## config.mk

```make
export PLATFORM = sky130hd
export DESIGN_NAME = rolling_hash_pattern_matcher_core_flat
export DESIGN_NICKNAME = d
export VERILOG_FILES = /design/src/rhpm_pkg.sv /design/src/rhpm_in_if.sv /design/src/rhpm_out_if.sv /design/src/rhpm_cell.sv /design/src/rolling_hash_pattern_matcher_core.sv /design/src/flat_wrapper.sv
export SDC_FILE = /design/constraint.sdc
export NUM_CORES = 1
export LEC_CHECK = 0
export BUFFER_PORTS_ARGS = -buffer_cell sky130_fd_sc_hd__buf_2
export CELL_PAD_IN_SITES_DETAIL_PLACEMENT = 1
export CELL_PAD_IN_SITES_GLOBAL_PLACEMENT = 1
export CORE_UTILIZATION = 54
export CTS_CLUSTER_DIAMETER = 80
export DETAILED_ROUTE_END_ITERATION = 8
export PLACE_DENSITY = 0.83
export SYNTH_ARGS = -nofsm -noshare
export SYNTH_HDL_FRONTEND = slang
export SYNTH_SLANG_ARGS = --single-unit
```

## constraint.sdc

```tcl
create_clock -name clk -period 37.7 [get_ports clk]
set_clock_uncertainty 0.1 [all_clocks]
set_input_delay 3.77 -clock clk [delete_from_list [all_inputs] [get_ports clk]]
set_output_delay 3.77 -clock clk [all_outputs]
set_load 0.005 [all_outputs]
```

## src/rhpm_pkg.sv

```systemverilog
// Shared types and codes of the rolling hash pattern matcher.
package rhpm_pkg;

	// Operation codes carried on the input channel.
	localparam logic OP_PATTERN = 1'b0;
	localparam logic OP_TEXT    = 1'b1;

	typedef logic [7:0]  byte_t;
	typedef logic [31:0] text_index_t;

	// Per-cycle control broadcast to every cell of the comparator row.
	typedef struct packed {
		logic shift_pattern; // a pattern byte enters cell 0, the rest move one cell on
		logic shift_text;    // a text byte enters cell 0, the window moves one cell on
		logic clear_text;    // a pattern byte empties the text window
	} cell_ctrl_t;

endpackage

```

## src/rhpm_in_if.sv

```systemverilog
// Input channel of the rolling hash pattern matcher: pattern and text bytes.
interface rhpm_in_if;
	logic                 valid;
	logic                 ready;
	logic                 operation;
	logic                 first;
	rhpm_pkg::byte_t      data_byte;

	modport source (output valid, output operation, output first, output data_byte,
		input ready);
	modport sink (input valid, input operation, input first, input data_byte,
		output ready);
endinterface

```

## src/rhpm_out_if.sv

```systemverilog
// Result channel of the rolling hash pattern matcher: one result per text byte.
interface rhpm_out_if;
	logic                  valid;
	logic                  ready;
	logic                  match;
	rhpm_pkg::text_index_t match_position;

	modport source (output valid, output match, output match_position, input ready);
	modport sink (input valid, input match, input match_position, output ready);
endinterface

```

## src/rhpm_cell.sv

```systemverilog
// One comparator cell: a pattern byte, a window byte and its valid bit.
module rhpm_cell (
	input  logic                clk,
	input  logic                arst_n,
	input  rhpm_pkg::cell_ctrl_t ctrl,
	input  logic                active,
	input  rhpm_pkg::byte_t     pat_in,
	input  rhpm_pkg::byte_t     win_in,
	input  logic                win_valid_in,
	output rhpm_pkg::byte_t     pat_out,
	output rhpm_pkg::byte_t     win_out,
	output logic                win_valid_out,
	output logic                ok
);

	rhpm_pkg::byte_t pat_q;
	rhpm_pkg::byte_t win_q;
	logic            win_valid_q;

	always_ff @(posedge clk) begin
		if (ctrl.shift_pattern) begin
			pat_q <= pat_in;
		end
		if (ctrl.shift_text) begin
			win_q <= win_in;
		end
	end

	always_ff @(posedge clk or negedge arst_n) begin
		if (!arst_n) begin
			win_valid_q <= 1'b0;
		end else if (ctrl.clear_text) begin
			win_valid_q <= 1'b0;
		end else if (ctrl.shift_text) begin
			win_valid_q <= win_valid_in;
		end
	end

	// The verdict looks at the byte arriving in this cycle, which is what the
	// cell holds once the text byte has been taken.
	assign ok = !active || (win_valid_in && (win_in == pat_q));

	assign pat_out       = pat_q;
	assign win_out       = win_q;
	assign win_valid_out = win_valid_q;

endmodule

```

## src/rolling_hash_pattern_matcher_core.sv

```systemverilog
// Top level of the rolling hash pattern matcher: a row of comparator cells.
//
// The block first takes pattern bytes (operation 0); a byte marked first begins a
// new pattern, and bytes beyond MAX_PATTERN are dropped. Every pattern byte also
// restarts the text. Text bytes (operation 1) then stream in, one per transfer,
// and each one yields exactly one result: match is 1 when the last pattern-length
// text bytes equal the pattern, and match_position then gives the text index at
// which that window starts (modulo 2^32), otherwise 0. An empty pattern never
// matches, and no match is reported until the window has filled since the text
// began. A text byte marked first restarts the text index and the window.
//
// Structure: MAX_PATTERN identical cells form two shift chains, one for the
// pattern (newest pattern byte in cell 0) and one for the text window (newest
// text byte in cell 0). Because the pattern is held in reverse in the same order
// as the window, cell k simply compares its own two bytes, and the block ANDs
// the verdicts of the cells below the pattern length. A rolling hash of the
// window equals the pattern's hash whenever the bytes are equal, so the bytewise
// verdict of the cells alone decides the result and no hash is kept.
//
// Rate: one item per clock cycle while the output register is empty or its result
// is being taken. A text byte's result is formed in the cycle of its transfer and
// held in the output register; the next item is taken while that result waits,
// provided the result is being taken in the same cycle or the output register is
// empty. Results valid rises in the cycle after the input transfer. There is no clearing pass after reset.
module rolling_hash_pattern_matcher_core #(
	parameter int unsigned MAX_PATTERN = 64
) (
	input  logic       clk,
	input  logic       arst_n,
	rhpm_in_if.sink    items,
	rhpm_out_if.source results
);

	localparam int unsigned COUNT_W = $clog2(MAX_PATTERN + 1);

	logic [COUNT_W-1:0]    pattern_count_q;
	rhpm_pkg::text_index_t text_count_q;
	logic                  out_valid_q;
	logic                  out_match_q;
	rhpm_pkg::text_index_t out_position_q;

	logic                  in_xfer;
	logic                  is_pattern;
	logic [COUNT_W-1:0]    count_base;
	logic                  pattern_room;
	rhpm_pkg::text_index_t text_count_next;
	rhpm_pkg::text_index_t window_start;
	rhpm_pkg::cell_ctrl_t  ctrl;
	logic                  hit;

	// Chains between the cells: element k feeds cell k, cell k drives element k+1.
	rhpm_pkg::byte_t       pat_chain       [MAX_PATTERN+1];
	rhpm_pkg::byte_t       win_chain       [MAX_PATTERN+1];
	logic                  win_valid_chain [MAX_PATTERN+1];
	logic [MAX_PATTERN-1:0] cell_ok;
	logic [MAX_PATTERN-1:0] cell_active;

	// A new item is held off only while an untaken result sits in the output register.
	assign items.ready = !out_valid_q || results.ready;
	assign in_xfer     = items.valid && items.ready;
	assign is_pattern  = (items.operation == rhpm_pkg::OP_PATTERN);

	// A first pattern byte counts from an empty pattern.
	assign count_base   = items.first ? '0 : pattern_count_q;
	assign pattern_room = (count_base < COUNT_W'(MAX_PATTERN));

	always_comb begin
		ctrl.shift_pattern = in_xfer && is_pattern && pattern_room;
		ctrl.shift_text    = in_xfer && !is_pattern;
		ctrl.clear_text    = in_xfer && is_pattern;
	end

	// The text index counts text bytes since the text last began.
	assign text_count_next = (items.first ? '0 : text_count_q) + 32'd1;
	assign window_start    = text_count_next - 32'(pattern_count_q);

	// Cell 0 receives the incoming byte; a text byte marked first empties the rest
	// of the window as the new byte enters.
	assign pat_chain[0]       = items.data_byte;
	assign win_chain[0]       = items.data_byte;
	assign win_valid_chain[0] = 1'b1;

	for (genvar k = 0; k < MAX_PATTERN; k++) begin : g_cell
		rhpm_pkg::byte_t cell_pat_out;
		rhpm_pkg::byte_t cell_win_out;
		logic            cell_valid_out;

		assign cell_active[k] = (COUNT_W'(k) < pattern_count_q);

		rhpm_cell u_cell (
			.clk           (clk),
			.arst_n        (arst_n),
			.ctrl          (ctrl),
			.active        (cell_active[k]),
			.pat_in        (pat_chain[k]),
			.win_in        (win_chain[k]),
			.win_valid_in  (win_valid_chain[k]),
			.pat_out       (cell_pat_out),
			.win_out       (cell_win_out),
			.win_valid_out (cell_valid_out),
			.ok            (cell_ok[k])
		);

		assign pat_chain[k+1]       = cell_pat_out;
		assign win_chain[k+1]       = cell_win_out;
		assign win_valid_chain[k+1] = cell_valid_out && !items.first;
	end

	assign hit = (pattern_count_q != '0) && (&cell_ok);

	always_ff @(posedge clk or negedge arst_n) begin
		if (!arst_n) begin
			pattern_count_q <= '0;
			text_count_q    <= '0;
		end else if (in_xfer) begin
			if (is_pattern) begin
				pattern_count_q <= pattern_room ? count_base + COUNT_W'(1) : count_base;
				text_count_q    <= '0;
			end else begin
				text_count_q    <= text_count_next;
			end
		end
	end

	// Output register: a text transfer loads a result, a result transfer empties it.
	always_ff @(posedge clk or negedge arst_n) begin
		if (!arst_n) begin
			out_valid_q <= 1'b0;
		end else if (ctrl.shift_text) begin
			out_valid_q <= 1'b1;
		end else if (results.ready) begin
			out_valid_q <= 1'b0;
		end
	end

	always_ff @(posedge clk) begin
		if (ctrl.shift_text) begin
			out_match_q    <= hit;
			out_position_q <= hit ? window_start : '0;
		end
	end

	assign results.valid          = out_valid_q;
	assign results.match          = out_match_q;
	assign results.match_position = out_position_q;

endmodule
```

## src/flat_wrapper.sv

```systemverilog
// flat-port wrapper written by rule: the top's interface ports become plain ports
module rolling_hash_pattern_matcher_core_flat 
#(
	parameter int unsigned MAX_PATTERN = 64
)
  (clk, arst_n, items_valid, items_operation, items_first, items_data_byte, items_ready, results_valid, results_match, results_match_position, results_ready);
  rhpm_in_if items_i ();
  rhpm_out_if results_i ();
  input  logic clk;
  input  logic arst_n;
  input wire logic [$bits(items_i.valid)-1:0] items_valid;
  input wire logic [$bits(items_i.operation)-1:0] items_operation;
  input wire logic [$bits(items_i.first)-1:0] items_first;
  input wire logic [$bits(items_i.data_byte)-1:0] items_data_byte;
  output wire logic [$bits(items_i.ready)-1:0] items_ready;
  output wire logic [$bits(results_i.valid)-1:0] results_valid;
  output wire logic [$bits(results_i.match)-1:0] results_match;
  output wire logic [$bits(results_i.match_position)-1:0] results_match_position;
  input wire logic [$bits(results_i.ready)-1:0] results_ready;
  assign items_i.valid = items_valid;
  assign items_i.operation = items_operation;
  assign items_i.first = items_first;
  assign items_i.data_byte = items_data_byte;
  assign items_ready = items_i.ready;
  assign results_valid = results_i.valid;
  assign results_match = results_i.match;
  assign results_match_position = results_i.match_position;
  assign results_i.ready = results_ready;
  rolling_hash_pattern_matcher_core #(.MAX_PATTERN(MAX_PATTERN)) u_core (.clk(clk), .arst_n(arst_n), .items(items_i), .results(results_i));
endmodule
```

==> results.txt <==
----------------------------------------------------
[Routing]
  Final ANT Viol Nets ... 0
  Vias after detailed routing ... 23.3k
  Drt drc ... 0
  Total iterations of the first detailed-routing run ... 7
  DRT iter0 DRCs ... 2265
  Routed wire length per instance ... 28.1 um
  Via density per instance ... 6.10
  Post-detailed-routing wire length ... 107 mm

[Clock tree]
  Quantity of hold-fixing buffers added after cts ... 0
  Register clock-pin slew on the reported worst setup and hold paths ... 0.06 ns
  Clk_lat worst skew ... 0.72 ns
  CTS tree ... done
  # resized after CTS ... 0
  Number of levels in the clock H-tree ... 3
  CTS Root Cell ... clkbuf_16
  Maximum number of buffers from clock root to sink ... 3
  Setup Buffers After CTS ... 0
  CTS sink count ... 1152
  TritonCTS buffer count ... 112

[STA]
  Least-Margin Pin Slew ... 1.32 ns
  Final critical-path required period ... 8.42 ns
  Count of final max-slew check failures ... 0
  Post-route setup slack ... 29.28 ns
  Worst Hold Slack ... 0.364 ns
  Aggregate negative setup slack ... 0 ns
  Final Hold Vio Count ... 0
  Max-Slew Margin vs Limit ... 11.4%
  Part of the cycle the worst path needs ... 22.3%
  Setup-failing EPs final ... 0
  Setup repair after global routing missed its margin ... no
  FMAX ... 119 MHz

[Worst setup path]
  Maximum net fanout on the critical path ... 51
  Worst reg2reg path endpoint ... u_core.results.match_position[11]$_SDFFCE_PN0P_
  Required time of the critical path ... 38.00 ns
  Worst Setup End Kind ... flip-flop
  Start of the worst register-to-register path ... u_core.g_cell[24].u_cell.pat_out[1]$_DFFE_PP_
  Critical Path Max Stage Delay ... 0.86 ns
  Slack of the worst reg-to-reg path ... 32.43 ns
  Startpoint type of the worst setup path ... input port
  Ordered cell list for the critical path ... buf_2 > buf_4 > inv_2 > buf_4 > nand3_1 > nor3_1 > nand3_1 > a21boi_0 > o21ai_0 > a221oi_1 > nand3_1 > a2111oi_0
  Data arrival, critical path ... 8.72 ns
  Worst setup path class ... input port to flip-flop
  Critical path's most frequent cell ... nand3_1
  Bufs and invs on worst path ... 4
  R2R cell count ... 9
  Slowest CP cell ... nand3_1
  Family of cells with the greatest summed delay on the critical path ... compound AO/OA/AOI/OAI gates

[Global route]
  Gr ovfl total ... 0
  Wire length of the first global-routing pass ... 160 mm
  Total global-route track usage ... 26.2%
  Via count of the first global-routing pass ... 25.1k
  Number of antenna violations at the first check in global routing ... 3
  Maximum number of pins on one net before global-route repair ... 205

[Floorplan]
  Floorplan die height ... 287 um
  I/O pins ... 49
  Die extent in x ... 287 um
  # rows ... 104
  DIE AREA ... 0.0824 sq mm
  Core area ... 0.0804 sq mm
  Initial Utilization ... 54.6%

[Pwr]
  Total power density per cell area ... 57.7 mW/mm^2
  Highest ir drop seen on vdd ... 0.0000462 V
  Leakage ... 16.5 nW

[Finish]
  Share of layout cells above drive strength 1 ... 9.55%
  Storage element area ... 0.0341 sq mm
  Combined area of the multi-input logic cells ... 0.00951 sq mm
  Nets ... 2681
  Most frequent cells in the layout ... edfxtp_1, xnor2_1, xor2_1
  Ant diodes ... 0
  Utilization after layout ... 61.4%
  Fill cells ... 6943
  Synthesis-to-finish area growth ... 12.5%
  Most common library cell in the layout ignoring fill and taps ... edfxtp_1

[Synthesis]
  Area share of the largest cell type after synthesis ... 71.8%
  Synthesized area divided by synthesized cell count ... 17.3 sq um
  Library cell occupying the most area in the post-synthesis netlist ... edfxtp_1
  Share of synthesized registers carrying an async set or reset ... 8.94%
  Commonest register cell after synthesis ... edfxtp_1
  Synthesized netlist net count ... 2559
  Area contributors post-synth ... edfxtp_1, xnor2_1, dfrtp_1, xor2_1, a22o_1
  Warning count from the yosys run ... 0
  Post-synthesis instance area ... 0.0439 sq mm
  Cells after synthesis ... 2535
  Sequential cell area fraction in the yosys report ... 77.7%
  Flop and latch count out of synthesis ... 1152
  Number of enable-type register cells in the synthesized netlist ... 1049
  Count of cell types in the netlist ... 72

[Hold path]
  WHS Endpoint ... u_core.g_cell[29].u_cell.pat_out[7]$_DFFE_PP_
  Worst Min Path Start ... u_core.g_cell[28].u_cell.pat_out[7]$_DFFE_PP_
  Worst Hold Class ... flip-flop to flip-flop
  Min-Delay Path Depth ... 0

[Run]
  Maxcap violations ... 0

[Status]
  Status ... finished clean

[Place]
  Total of buffers placed on input and output ports ... 48
  Worst setup slack after placement ... 29.02 ns
  Final GP Congestion ... 0.888
  Total half-perimeter wirelength after legalization and detailed placement ... 64.9 mm

----------------------------------------------------
-- cells by family (layout without fill, tap and decap cells) --
kind of cell	count (synthesis)	count (layout)	share of synthesized area, %
AO/OA/AOI/OAI	227	227	3.79
buffers and inverters	83	301	0.719
AND/OR/NAND/NOR	510	510	6.45
flip-flops	1152	1152	77.7
XOR/XNOR	547	547	10.9
multiplexers	5	5	0.120
adder cells (fa/ha/maj)	11	11	0.325
-- metal layers --
metal | track usage (%) | up-vias | wire [um]
li1 | - | 9957 | -
met1 | 32.8 | 12192 | 41200
met2 | 46.8 | 929 | 56800
met3 | 3.99 | 198 | 6340
met4 | 7.99 | 2 | 2990
met5 | 0 | - | 12
-- where the power goes --
part | internal, W | switching (W) | leakage [nW]
clock network | 0.000704 | 0.000499 | 1.93
registers | 0.00145 | 0.0000430 | 11.2
logic | 0.0000470 | 0.000102 | 3.33
-- layout make-up --
type                       count  share of cell area, %
clock buffer                 140                   6.16
clock inverter                70                   1.83
inverter                      26                  0.213
multi-input combinational   1300                   19.3
sequential                  1152                   69.0
tap                         1060                   2.69
timing repair buffer          65                  0.826
-- worst max-delay path by stage --
stage,start,to,cells after the start
floorplan,items_first,u_core.pattern_count_q[1]$_DFFE_PN0P_,8
global placement,items_first,u_core.results.match_position[13]$_SDFFCE_PN0P_,12
detailed placement,items_first,u_core.results.match_position[11]$_SDFFCE_PN0P_,12
CTS,results_ready,items_ready,3
global route,items_first,u_core.results.match_position[11]$_SDFFCE_PN0P_,12
finish,items_first,u_core.results.match_position[11]$_SDFFCE_PN0P_,12
-- synthesized netlist by cell type (all sizes together) (3+ instances only) --
library cell	count
edfxtp	1049
xnor2	334
xor2	213
dfrtp	103
nand3	87
a22o	83
nor4	81
nand2	78
nand4	74
nor3	54
clkbuf	50
nor2	49
o21ai	43
a21oi	25
inv	25
and3	23
o31ai	12
nor2b	11
or4	11
a31oi	10
and4	10
ha	9
nand2b	8
o22ai	8
buf	7
a21o	5
o211ai	5
or3	5
a2111oi	4
nand4b	4
a211oi	3
a22oi	3
mux2i	3
o21a	3
o31a	3
or2	3
-- through the flow --
| stage | cell area [sq um] | power, W | instances |
|---|---|---|---|
| CTS | 49400 | 0.00286 | 3813 |
| global placement | 45400 | 0.00165 | 3603 |
| global route | 49400 | 0.00291 | 3813 |
| floorplan | 43900 | 0.00165 | 2535 |
| finish | 49400 | 0.00285 | 3813 |
| detailed placement | 45400 | 0.00166 | 3603 |
-- state kept, by name (all words and copies together), names as in the netlist --
signal / cells
u_core.g_cell.u_cell.pat_out: 512
u_core.g_cell.u_cell.win_out: 504
u_core.g_cell.u_cell.win_valid_out: 63
u_core.results.match_position: 32
u_core.text_count_q: 32
u_core.pattern_count_q: 7
u_core.results.match: 1
u_core.results.valid: 1
No activity file was read; power rests on OpenSTA's default activity.
